[config.mk]
export PLATFORM = sky130hd
export DESIGN_NAME = tracker_pattern_command_decoder
export DESIGN_NICKNAME = d
export VERILOG_FILES = /design/src/rtl/tpcd_pkg.sv /design/src/rtl/tracker_pattern_command_decoder.sv
export SDC_FILE = /design/constraint.sdc
export NUM_CORES = 1
export LEC_CHECK = 0
export BUFFER_PORTS_ARGS = -buffer_cell sky130_fd_sc_hd__buf_4
export CORE_AREA = 2 2 109 137
export DETAILED_ROUTE_END_ITERATION = 8
export DIE_AREA = 0 0 111 139
export PLACE_DENSITY = 0.71
export SYNTH_ARGS = -nofsm -noshare
export SYNTH_HDL_FRONTEND = slang
export SYNTH_SLANG_ARGS = --single-unit
export TNS_END_PERCENT = 30
[constraint.sdc]
create_clock -name clk -period 7.3 [get_ports clk]
set_clock_uncertainty 0.1 [all_clocks]
set_input_delay 1.46 -clock clk [delete_from_list [all_inputs] [get_ports clk]]
set_output_delay 1.46 -clock clk [all_outputs]
set_load 0.1 [all_outputs]
[src/rtl/tpcd_pkg.sv]
package tpcd_pkg;

	// input item kinds
	localparam logic [1:0] KIND_DATA  = 2'd0;
	localparam logic [1:0] KIND_TICK  = 2'd1;
	localparam logic [1:0] KIND_START = 2'd2;

	// event codes
	localparam logic [4:0] EV_NONE      = 5'd0;
	localparam logic [4:0] EV_NOTE      = 5'd1;
	localparam logic [4:0] EV_ENV_TONE  = 5'd2;
	localparam logic [4:0] EV_REST      = 5'd3;
	localparam logic [4:0] EV_BREAK     = 5'd4;
	localparam logic [4:0] EV_SKIP      = 5'd5;
	localparam logic [4:0] EV_SAMPLE    = 5'd6;
	localparam logic [4:0] EV_ORNAMENT  = 5'd7;
	localparam logic [4:0] EV_VOL_ENV   = 5'd8;
	localparam logic [4:0] EV_VOL_NOENV = 5'd9;
	localparam logic [4:0] EV_NOISE     = 5'd10;
	localparam logic [4:0] EV_CONTINUE  = 5'd11;
	localparam logic [4:0] EV_TEMPO     = 5'd12;
	localparam logic [4:0] EV_GLISS     = 5'd13;
	localparam logic [4:0] EV_SLIDE     = 5'd14;
	localparam logic [4:0] EV_ENV_TYPE  = 5'd15;
	localparam logic [4:0] EV_VOL_SLIDE = 5'd16;
	localparam logic [4:0] EV_PAT_END   = 5'd17;
	localparam logic [4:0] EV_TICK      = 5'd18;
	localparam logic [4:0] EV_TEMPO_ERR = 5'd19;
	localparam logic [4:0] EV_OVERFLOW  = 5'd20;

	// argument awaited by a channel
	localparam logic [2:0] PA_NONE       = 3'd0;
	localparam logic [2:0] PA_ENV_TONE   = 3'd1;
	localparam logic [2:0] PA_NOISE      = 3'd2;
	localparam logic [2:0] PA_TEMPO      = 3'd3;
	localparam logic [2:0] PA_GLISS_DOWN = 3'd4;
	localparam logic [2:0] PA_GLISS_UP   = 3'd5;
	localparam logic [2:0] PA_SLIDE      = 3'd6;
	localparam logic [2:0] PA_VOL_SLIDE  = 3'd7;

	// command bytes of the channel stream
	localparam logic [7:0] CMD_NOTE_MAX   = 8'h55;
	localparam logic [7:0] CMD_UNUSED_LO  = 8'h56;
	localparam logic [7:0] CMD_UNUSED_HI  = 8'h5d;
	localparam logic [7:0] CMD_BREAK      = 8'h5e;
	localparam logic [7:0] CMD_REST       = 8'h5f;
	localparam logic [7:0] CMD_SKIP       = 8'h60;
	localparam logic [7:0] CMD_SAMPLE     = 8'ha0;
	localparam logic [7:0] CMD_ORNAMENT   = 8'hc0;
	localparam logic [7:0] CMD_VOL_ENV    = 8'he0;
	localparam logic [7:0] CMD_VOL_MAX    = 8'hef;
	localparam logic [7:0] CMD_NOISE      = 8'hf0;
	localparam logic [7:0] CMD_CONT_FIRST = 8'hf1;
	localparam logic [7:0] CMD_CONT_LAST  = 8'hf3;
	localparam logic [7:0] CMD_TEMPO      = 8'hf4;
	localparam logic [7:0] CMD_GLISS_DOWN = 8'hf5;
	localparam logic [7:0] CMD_GLISS_UP   = 8'hf6;
	localparam logic [7:0] CMD_CONT_SLIDE = 8'hf7;
	localparam logic [7:0] CMD_ENV_TYPE   = 8'hf8;
	localparam logic [7:0] ENV_TYPE_MASK  = 8'hf9;
	localparam logic [7:0] CMD_SLIDE      = 8'hf9;
	localparam logic [7:0] CMD_VOL_SLIDE  = 8'hfb;
	localparam logic [7:0] CMD_UNUSED_FD  = 8'hfd;
	localparam logic [7:0] CMD_PAT_END    = 8'hff;

	// tempo limits
	localparam logic [7:0] TEMPO_MIN = 8'd3;
	localparam logic [7:0] TEMPO_MAX = 8'd50;

	// per-channel entry kept in the channel memory
	typedef struct packed {
		logic [2:0] pend;
		logic       env_on;
		logic [5:0] period;
	} chan_ent_t;

endpackage

[src/rtl/tracker_pattern_command_decoder.sv]
// Pattern command decoder for a three-channel tracker byte stream.
//
// Input channel (in_valid / in_stall): one beat carries kind, chan and
// data_byte. A data byte is decoded into one event for its channel, a row
// tick steps the skip counters and row number, a pattern start clears all.
// Output channel (out_valid / out_stall): exactly one result beat per input
// beat, in order.
//
// Results pass the decode stage register and then the result register, at
// one beat per cycle while the receiver does not stall. The per-channel
// command state sits in a small memory read at accept time into a read
// register; decode modifies and writes the entry back, and a write to the
// entry being read in the same cycle is forwarded into the read register.
//
// Reset clears the pipeline, the row number, the skip counters and the
// entry valid bits, so every channel reads as cleared state. When the
// receiver stalls, the result register holds its beat; one more beat may
// sit in the decode stage, after which in_stall is raised.
module tracker_pattern_command_decoder
	import tpcd_pkg::*;
#(
	parameter int MAX_ROWS     = 64,
	parameter int NUM_CHANNELS = 3
) (
	input  logic               clk,
	input  logic               arst_n,
	input  logic               in_valid,
	output logic               in_stall,
	input  logic [1:0]         kind,
	input  logic [1:0]         chan,
	input  logic [7:0]         data_byte,
	output logic               out_valid,
	input  logic               out_stall,
	output logic [4:0]         event_res,
	output logic signed [12:0] value,
	output logic signed [1:0]  slide_delta,
	output logic               row_done,
	output logic               cont_sample,
	output logic               cont_ornament,
	output logic [2:0]         feed_mask,
	output logic [6:0]         row_index
);

	localparam int CW = (NUM_CHANNELS > 1) ? $clog2(NUM_CHANNELS) : 1;
	localparam int RW = $clog2(MAX_ROWS + 1);

	// input side channel address
	logic [3:0]    chan_ext;
	logic          chan_ok;
	logic [CW-1:0] addr_in;

	assign chan_ext = {2'b00, chan};
	assign chan_ok  = chan_ext < 4'(NUM_CHANNELS);
	assign addr_in  = chan_ok ? chan_ext[CW-1:0] : '0;

	// pipeline control
	logic s1_vld_s1;
	logic out_vld_q;
	logic adv;
	logic fire;
	logic accept;

	assign adv      = !out_vld_q || !out_stall;
	assign fire     = s1_vld_s1 && adv;
	assign in_stall = s1_vld_s1 && !adv;
	assign accept   = in_valid && !in_stall;

	// decode stage payload
	logic [1:0]    kind_s1;
	logic [7:0]    byte_s1;
	logic          chan_ok_s1;
	logic [CW-1:0] addr_s1;
	chan_ent_t     rd_s1;
	logic          rd_vld_s1;

	// state kept in flops: touched for every channel at once on a tick or a pattern start
	logic [5:0]              skip_cnt_q [NUM_CHANNELS];
	logic [NUM_CHANNELS-1:0] row_start_q;
	logic [NUM_CHANNELS-1:0] ent_vld_q;
	logic [RW-1:0]           cur_row_q;

	// channel memory
	chan_ent_t ent_mem [NUM_CHANNELS];

	// decode results
	chan_ent_t               ent;
	chan_ent_t               ent_nxt;
	logic                    we;
	logic                    clr;
	logic                    tick_ok;
	logic [4:0]              ev;
	logic signed [12:0]      val;
	logic signed [1:0]       sd;
	logic                    done;
	logic                    cs;
	logic                    co;
	logic [NUM_CHANNELS-1:0] feed;
	logic [RW-1:0]           row;
	logic [RW-1:0]           row_prog;
	logic                    first;
	logic [7:0]              skip_val;

	// decode stage register
	always_ff @(posedge clk or negedge arst_n) begin
		if (!arst_n) begin
			s1_vld_s1 <= 1'b0;
		end else if (accept) begin
			s1_vld_s1 <= 1'b1;
		end else if (fire) begin
			s1_vld_s1 <= 1'b0;
		end
	end

	always_ff @(posedge clk) begin
		if (accept) begin
			kind_s1    <= kind;
			byte_s1    <= data_byte;
			chan_ok_s1 <= chan_ok;
			addr_s1    <= addr_in;
		end
	end

	// memory write and registered read with forwarding of a same-cycle write
	always_ff @(posedge clk) begin
		if (fire && we) begin
			ent_mem[addr_s1] <= ent_nxt;
		end
		if (accept) begin
			if (fire && clr) begin
				rd_vld_s1 <= 1'b0;
				rd_s1     <= ent_mem[addr_in];
			end else if (fire && we && (addr_s1 == addr_in)) begin
				rd_vld_s1 <= 1'b1;
				rd_s1     <= ent_nxt;
			end else begin
				rd_vld_s1 <= ent_vld_q[addr_in];
				rd_s1     <= ent_mem[addr_in];
			end
		end
	end

	// byte decode
	always_comb begin
		ent      = rd_vld_s1 ? rd_s1 : '0;
		ent_nxt  = ent;
		we       = 1'b0;
		clr      = 1'b0;
		tick_ok  = 1'b0;
		ev       = EV_NONE;
		val      = '0;
		sd       = '0;
		done     = 1'b0;
		cs       = 1'b0;
		co       = 1'b0;
		feed     = '0;
		first    = 1'b0;
		row_prog = (cur_row_q == '0) ? '0 : cur_row_q - RW'(1);
		row      = row_prog;
		skip_val = byte_s1 - CMD_SKIP;
		case (kind_s1)
			KIND_START: begin
				clr = 1'b1;
				row = '0;
			end
			KIND_TICK: begin
				if (cur_row_q >= RW'(MAX_ROWS)) begin
					ev = EV_OVERFLOW;
				end else begin
					ev      = EV_TICK;
					tick_ok = 1'b1;
					row     = cur_row_q;
					for (int c = 0; c < NUM_CHANNELS; c++) begin
						feed[c] = (skip_cnt_q[c] == 6'd0);
					end
				end
			end
			KIND_DATA: begin
				if (chan_ok_s1) begin
					we    = 1'b1;
					first = row_start_q[addr_s1];
					if (ent.pend != PA_NONE) begin
						// argument byte of a pending command
						ent_nxt.pend = PA_NONE;
						case (ent.pend)
							PA_ENV_TONE: begin
								ev   = EV_ENV_TONE;
								val  = {5'b0, byte_s1};
								done = 1'b1;
							end
							PA_NOISE: begin
								ev  = EV_NOISE;
								val = {5'b0, byte_s1};
							end
							PA_TEMPO: begin
								ev  = (byte_s1 >= TEMPO_MIN && byte_s1 <= TEMPO_MAX) ?
									EV_TEMPO : EV_TEMPO_ERR;
								val = {5'b0, byte_s1};
							end
							PA_GLISS_DOWN: begin
								ev  = EV_GLISS;
								val = 13'sd0 - $signed({1'b0, byte_s1, 4'h0});
							end
							PA_GLISS_UP: begin
								ev  = EV_GLISS;
								val = $signed({1'b0, byte_s1, 4'h0});
							end
							PA_SLIDE: begin
								ev  = EV_SLIDE;
								val = {{5{byte_s1[7]}}, byte_s1};
							end
							PA_VOL_SLIDE: begin
								ev  = EV_VOL_SLIDE;
								val = {8'b0, byte_s1[4:0]};
								sd  = byte_s1[5] ? -2'sd1 : 2'sd1;
							end
							default: begin
								ev = EV_NONE;
							end
						endcase
					end else if (addr_s1 == '0 && first && byte_s1 == CMD_PAT_END) begin
						// pattern end at the start of the first channel's row
						ev  = EV_PAT_END;
						val = 13'((row_prog == '0) ? RW'(1) : row_prog);
					end else if (byte_s1 <= CMD_NOTE_MAX) begin
						ev  = EV_NOTE;
						val = {5'b0, byte_s1};
						if (ent.env_on) begin
							ent_nxt.pend = PA_ENV_TONE;
						end else begin
							done = 1'b1;
						end
					end else if (byte_s1 <= CMD_UNUSED_HI) begin
						done = 1'b1;
					end else if (byte_s1 == CMD_BREAK) begin
						ev   = EV_BREAK;
						done = 1'b1;
					end else if (byte_s1 == CMD_REST) begin
						ev   = EV_REST;
						done = 1'b1;
					end else if (byte_s1 < CMD_SAMPLE) begin
						ev             = EV_SKIP;
						val            = {5'b0, skip_val};
						ent_nxt.period = skip_val[5:0];
					end else if (byte_s1 < CMD_ORNAMENT) begin
						ev  = EV_SAMPLE;
						val = {8'b0, byte_s1[4:0]};
					end else if (byte_s1 < CMD_VOL_ENV) begin
						ev  = EV_ORNAMENT;
						val = {8'b0, byte_s1[4:0]};
					end else if (byte_s1 == CMD_VOL_ENV) begin
						ev             = EV_VOL_ENV;
						val            = 13'sd15;
						ent_nxt.env_on = 1'b1;
					end else if (byte_s1 <= CMD_VOL_MAX) begin
						ev             = EV_VOL_NOENV;
						val            = {9'b0, byte_s1[3:0]};
						ent_nxt.env_on = 1'b0;
					end else if (byte_s1 == CMD_NOISE) begin
						ent_nxt.pend = PA_NOISE;
					end else if (byte_s1 <= CMD_CONT_LAST) begin
						ev = EV_CONTINUE;
						cs = byte_s1[0];
						co = byte_s1[1];
					end else if (byte_s1 == CMD_TEMPO) begin
						ent_nxt.pend = PA_TEMPO;
					end else if (byte_s1 == CMD_GLISS_DOWN) begin
						ent_nxt.pend = PA_GLISS_DOWN;
					end else if (byte_s1 == CMD_GLISS_UP) begin
						ent_nxt.pend = PA_GLISS_UP;
					end else if (byte_s1 == CMD_CONT_SLIDE) begin
						ev           = EV_CONTINUE;
						cs           = 1'b1;
						ent_nxt.pend = PA_SLIDE;
					end else if (byte_s1 == CMD_SLIDE) begin
						ent_nxt.pend = PA_SLIDE;
					end else if ((byte_s1 & ENV_TYPE_MASK) == CMD_ENV_TYPE) begin
						ev  = EV_ENV_TYPE;
						val = {9'b0, byte_s1[3:0]};
					end else if (byte_s1 == CMD_VOL_SLIDE) begin
						ent_nxt.pend = PA_VOL_SLIDE;
					end
				end
			end
			default: begin
				ev = EV_NONE;
			end
		endcase
	end

	// counters, row-start flags, row number and entry valid bits
	always_ff @(posedge clk or negedge arst_n) begin
		if (!arst_n) begin
			cur_row_q   <= '0;
			row_start_q <= '0;
			ent_vld_q   <= '0;
			for (int c = 0; c < NUM_CHANNELS; c++) begin
				skip_cnt_q[c] <= 6'd0;
			end
		end else if (fire) begin
			if (clr) begin
				cur_row_q   <= '0;
				row_start_q <= '0;
				ent_vld_q   <= '0;
				for (int c = 0; c < NUM_CHANNELS; c++) begin
					skip_cnt_q[c] <= 6'd0;
				end
			end else if (tick_ok) begin
				cur_row_q <= cur_row_q + RW'(1);
				for (int c = 0; c < NUM_CHANNELS; c++) begin
					if (skip_cnt_q[c] != 6'd0) begin
						skip_cnt_q[c] <= skip_cnt_q[c] - 6'd1;
					end else begin
						row_start_q[c] <= 1'b1;
					end
				end
			end else if (we) begin
				ent_vld_q[addr_s1]   <= 1'b1;
				row_start_q[addr_s1] <= 1'b0;
				if (done) begin
					skip_cnt_q[addr_s1] <= ent_nxt.period;
				end
			end
		end
	end

	// result register
	logic [4:0]         ev_q;
	logic signed [12:0] val_q;
	logic signed [1:0]  sd_q;
	logic               done_q;
	logic               cs_q;
	logic               co_q;
	logic [2:0]         feed_q;
	logic [6:0]         row_q;
	logic [7:0]         feed_ext;

	assign feed_ext = 8'(feed);

	always_ff @(posedge clk or negedge arst_n) begin
		if (!arst_n) begin
			out_vld_q <= 1'b0;
		end else if (adv) begin
			out_vld_q <= s1_vld_s1;
		end
	end

	always_ff @(posedge clk) begin
		if (fire) begin
			ev_q   <= ev;
			val_q  <= val;
			sd_q   <= sd;
			done_q <= done;
			cs_q   <= cs;
			co_q   <= co;
			feed_q <= feed_ext[2:0];
			row_q  <= 7'(row);
		end
	end

	assign out_valid     = out_vld_q;
	assign event_res     = ev_q;
	assign value         = val_q;
	assign slide_delta   = sd_q;
	assign row_done      = done_q;
	assign cont_sample   = cs_q;
	assign cont_ornament = co_q;
	assign feed_mask     = feed_q;
	assign row_index     = row_q;

endmodule
* Word level (Yosys, flattened, before mapping)
Memories as Yosys holds them, arrays and structs flattened. Index checks and enable logic that the tools add are counted.
Storage, ports and cells: memories kept 1, output and inout bits 35, word-level logic and storage cells 267, memory bits (writable) 30, flip-flop bits (word level) 90, ROM bits 0, latch bits 0
Memories:
- ent_mem | words 3, bits a word 10, rd ports 1, clocked after memory_dff 0, write ports 1, line tracker_pattern_command_decoder.sv:83 | chan_ent_t ent_mem [NUM_CHANNELS];
Cells by class: $lt $le $gt $ge 16, reduce and logical (&&, ||, !) cells 47, div/mod/pow operators 0, shifts and indexed selects 0, add/sub/neg operators 7, multipliers 0, bitwise logic cells 8, equal/unequal tests 29, mux-type cells 133
Operators with widths (count):
- two-way mux 4 bit | 30
- two-way mux 10 bit | 9
- equality test 8 bit (second input constant) | 9
- two-way mux 18 bit | 4
- case mux 13 bit (5 select lines) | 1
- two-way mux 3 bit | 21
- two-way mux 7 bit | 7
- two-way mux 8 bit | 6
- two-way mux 1 bit | 33
- two-way mux 5 bit | 6
- two-way mux 6 bit | 5
- case mux 5 bit (6 select lines) | 1
- < comparator 8 bit (second input constant) | 3
- bitwise mux 18 bit | 1
- zero test 6 bit | 3
- nonzero test 6 bit | 3
- subtractor 6 x 1 -> 6 bit (second input constant) | 3
- equality test 8 x 7 -> 1 bit (second input constant) | 2
- less-or-equal comparator 8 x 7 -> 1 bit (second input constant) | 2
- less-or-equal comparator 8 bit (second input constant) | 2
- AND reduction 4 bit | 4
- OR reduction 15 bit | 1
- zero test 7 bit | 2
- case mux 7 bit (2 select lines) | 1
- 44 further kinds | 81

* Depth between registers and ports, before layout
depth in word-level cells 28, gate-level depth with buffers 10, depth with buffers taken out 9

* Worst setup path after synthesis
Ideal clock, no wire load.
kind input -> register, from in out_stall, to reg rd_s1[2] (netlist bit), data pin, stages 5, slack 3337 ps, setup time 260 ps, data required time 6940 ps, arrival 3603 ps, cell sequence a21bo_2 clkinv_1 nand4_1 clkbuf_1 mux2_2
Between the ends: longest elaborated chain between the ends 7
Ends and longest elaborated chain:
- start, declared | line tracker_pattern_command_decoder.sv:33 | input logic out_stall,
- zero test 1 bit * | line tracker_pattern_command_decoder.sv:63 | assign adv = !out_vld_q || !out_stall;
- logical OR 1 bit * | line tracker_pattern_command_decoder.sv:63
- logical AND 1 bit * | line tracker_pattern_command_decoder.sv:64 | assign fire = s1_vld_s1 && adv;
- net fire | line tracker_pattern_command_decoder.sv:60 | logic fire;
- logical AND 1 bit (2 in a row) | line tracker_pattern_command_decoder.sv:132 | end else if (fire && we && (addr_s1 == addr_in)) begin
- two-way mux 10 bit | line tracker_pattern_command_decoder.sv:132
- two-way mux 10 bit * | line tracker_pattern_command_decoder.sv:129 | if (fire && clr) begin
- end signal, assigned | line tracker_pattern_command_decoder.sv:131 | rd_s1 <= ent_mem[addr_in];
- end signal, assigned | line tracker_pattern_command_decoder.sv:134 | rd_s1 <= ent_nxt;
- end signal, assigned | line tracker_pattern_command_decoder.sv:137 | rd_s1 <= ent_mem[addr_in];
- end, declared | line tracker_pattern_command_decoder.sv:73 | chan_ent_t rd_s1;
Mark *: on every way through the listed nets, which the timed path passes. The rest lies on a longest branch. A chain may end at the register's enable or synchronous reset.

* Final worst setup path
from in out_stall, to out in_stall
Between the ends: longest elaborated chain between the ends 4
Ends and longest elaborated chain:
- zero test 1 bit | line tracker_pattern_command_decoder.sv:63
- logical OR 1 bit | line tracker_pattern_command_decoder.sv:63
- zero test 1 bit | line tracker_pattern_command_decoder.sv:65 | assign in_stall = s1_vld_s1 && !adv;
- logical AND 1 bit | line tracker_pattern_command_decoder.sv:65
- end, declared | line tracker_pattern_command_decoder.sv:28 | output logic in_stall,
No other way between the ends.

==> flow_summary.toml <==
[status]
outcome = "finished with violations"
violations = "design-rule violations"

[clocking]
cts_resized = 0
clock_latency_ns = 0.41
cts_tree = "built"
cts_buffers = 17
cts_num_sinks = 118
ctsHoldBuffers = 0
cts.htree.levels = 4
cts.path.max_buffers = 2
post_cts_buffers = 0
path_clk_slew_ns = 0.06
cts_root_buf = "clkbuf_16"

[worst_setup_path]
arrival_ns = 2.02
critPathTopFamily = "buffers and inverters"
crit_top_cell = "buf_4"
cp_slowest_cell = "buf_4"
startpoint_type = "primary input"
cp.buffers_inverters = 3
slowest_delay_ns = 0.28
cp_max_fo = 3
crit_type = "primary input to output pin"
endpoint_kind = "output pin"
path_cells = "buf_4 -> nand3_1 -> inv_1 -> buf_4"
critPathRequiredTime_ns = 5.74

[die]
dieArea_um2 = 15430
core-area_um2 = 14160
ios = 51
initial_utilization = 0.4918
fp.dieH_um = 139
num_rows = 49
die_w_um = 111

[final_layout]
fillers = 1218
areaGrowthSynthToFinish_pct = 15.30
final_common_cell = "edfxtp_1"
layoutNonFillerInstCount = 927
nets = 770
fin_util = 0.5671
drive_gt1_frac = 0.1429
num_antenna_cells = 0
layout_common_cells = "edfxtp_1, nor2_1, a21oi_1, buf_4, nand2_1"

[route]
via_count = 5941
antenna_left = 0
wl_um = 18430
drc = 1
drt-initial-drc-count = 572
viasPerCell = 6.409
first_pass_iters = 9
routedWlPerCell_um = 19.88

[synth]
synth_top_area_share = 0.3751
synthCells = 706
async_flop_share = 0.2627
ys_warn_count = 0
synthDistinctLibCells = 73
syn_area_per_cell_um2 = 9.866
synth-seq-area-share = 0.4864
synth_area_leaders = "edfxtp_1, dfrtp_1, a21oi_1, nor2_1, o21ai_0"
syn-num-nets = 740
synth_flop_cell = "edfxtp_1"
netlist_area_um2 = 6965
ys_seq_elements = 118
synth_edf_count = 87
synth_largest_area_cell = "edfxtp_1"

[timing]
slew-limit-headroom = 0.2596
rsz0062_at_grt = "false"
post-route-min-period_ns = 3.577
fin_crit_sh = 0.4899
worst_pin_slew_ns = 1.111
timing.fmax_ghz = 0.2796
setup_viol = 0
slew_violations = 0
hold_violations = 0
setup-tns-final_ns = 0

[power]
p_comb_frac = 0.252
seqPwrFrac = 0.375
power.density_nw_per_um2 = 291.4
irDropWorstVdd_v = 0.0001875
power.share.clock = 0.372
switching_power_mw = 0.8032
switching_share = 0.3432
power_mw = 2.340
power.leakage_nw = 2.999
internal_power_mw = 1.537

[place]
io_buffers = 50
place_hpwl_um = 12740
dp.cells = 895
globalplace.congestion = 0.9791

[grt]
antenna_found_initial = 0
grt_pass1_wl_um = 29730
grtUsageTotal = 0.2418
grt_pass1_vias = 5718
grt_overflow_total = 0
grt_start_max_net_pins = 40

[run]
drv_cap = 0

[hold_path]
hold_path.class = "register to register"
-- power groups by stage --
stage	clock, mW	combinational, mW	sequential (mW)
detailed placement	0	0.579	0.888
finish	0.871	0.591	0.878
CTS	0.882	0.584	0.876
global placement	0	0.565	0.886
global route	0.912	0.640	0.888
floorplan	0	0.337	0.984
-- worst register-to-register path, cell delays in order (launching register included) --
cell and delay, ns:
edfxtp_1 0.63, inv_1 0.15, ha_1 0.40, nand2b_1 0.27, o221a_4 0.33, nor3_4 0.37, mux2i_1 0.82, mux2_2 0.30
-- layout make-up --
| cell class | instances | area, um^2 | area share |
|---|---|---|---|
| clock inverter | 11 | 107.6 | 0.01340 |
| tap | 178 | 222.7 | 0.02773 |
| sequential | 118 | 3388 | 0.4219 |
| timing repair buffer | 52 | 390.4 | 0.04861 |
| clock buffer | 21 | 525.5 | 0.06543 |
| inverter | 27 | 101.3 | 0.01262 |
| multi-input combinational | 520 | 3296 | 0.4103 |
-- routing by layer --
metal,GRT usage,wire length (um),vias up
met4,0.1342,847,0
met3,0.04545,1371,76
met5,0,0,-
met1,0.3044,7311,2829
met2,0.3936,8903,322
li1,-,-,2714
-- sequential cells by signal, summed over array words and instances (netlist names) --
name,cells
ent_mem,30
skip_cnt_q,18
value,13
rd_s1,10
byte_s1,8
cur_row_q,7
row_index,7
event_res,5
ent_vld_q,3
feed_mask,3
addr_s1,2
kind_s1,2
slide_delta,2
chan_ok_s1,1
cont_ornament,1
cont_sample,1
out_valid,1
rd_vld_s1,1
row_done,1
row_start_q,1
s1_vld_s1,1
-- stage by stage --
step	area (um^2)	setup slack (ns)	hold slack [ns]
3_5_place_dp	7398	3.615	0.3836
2_1_floorplan	6965	3.337	0.3397
4_1_cts	8031	3.720	0.3958
3_3_place_gp	7398	3.713	0.3580
5_1_grt	8031	3.631	0.4083
6_report	8031	3.723	0.3913
-- cells in the mapped netlist (all sizes together) (4+ instances only) --
master	count
edfxtp	87
nor2	75
a21oi	58
o21ai	52
nand2	51
clkbuf	31
dfrtp	31
nor3	27
inv	25
mux2i	19
ha	18
nor2b	18
nand2b	16
a211oi	13
a31oi	13
a311oi	10
buf	10
nand3	10
mux2	9
a22oi	8
nand4	8
xnor2	8
o21a	7
o22ai	7
and2	6
nor4	6
xor2	6
a2bb2oi	5
o211ai	5
o21bai	5
o31ai	5
or2	5
and4b	4
-- final timing paths --
check	startpoint	cells past startpoint	slack, ns	end
worst max-delay path	out_stall	4	3.72	in_stall
worst min-delay path	s1_vld_s1$_DFFE_PN0P_	1	0.39	out_valid$_DFFE_PN0P_
worst max register to register	byte_s1[0]$_DFFE_PP_	7	3.81	rd_s1[2]$_DFFE_PP_
worst min register to register	s1_vld_s1$_DFFE_PN0P_	1	0.39	out_valid$_DFFE_PN0P_
max in group asynchronous	arst_n	1	5.93	ent_vld_q[0]$_DFFE_PN0P_
min in group asynchronous	arst_n	1	0.87	cur_row_q[5]$_DFFE_PN0P_
-- logic make-up after synthesis --
group | Yosys count | synth area share
buf+inv | 68 | 0.04042
mux | 28 | 0.04185
compound gates | 218 | 0.2066
simple gates | 242 | 0.1748
flops | 118 | 0.4864
xor+xnor | 14 | 0.01760
fa+ha+maj | 18 | 0.03233
Note: power is estimated with default switching activity, not from simulation.
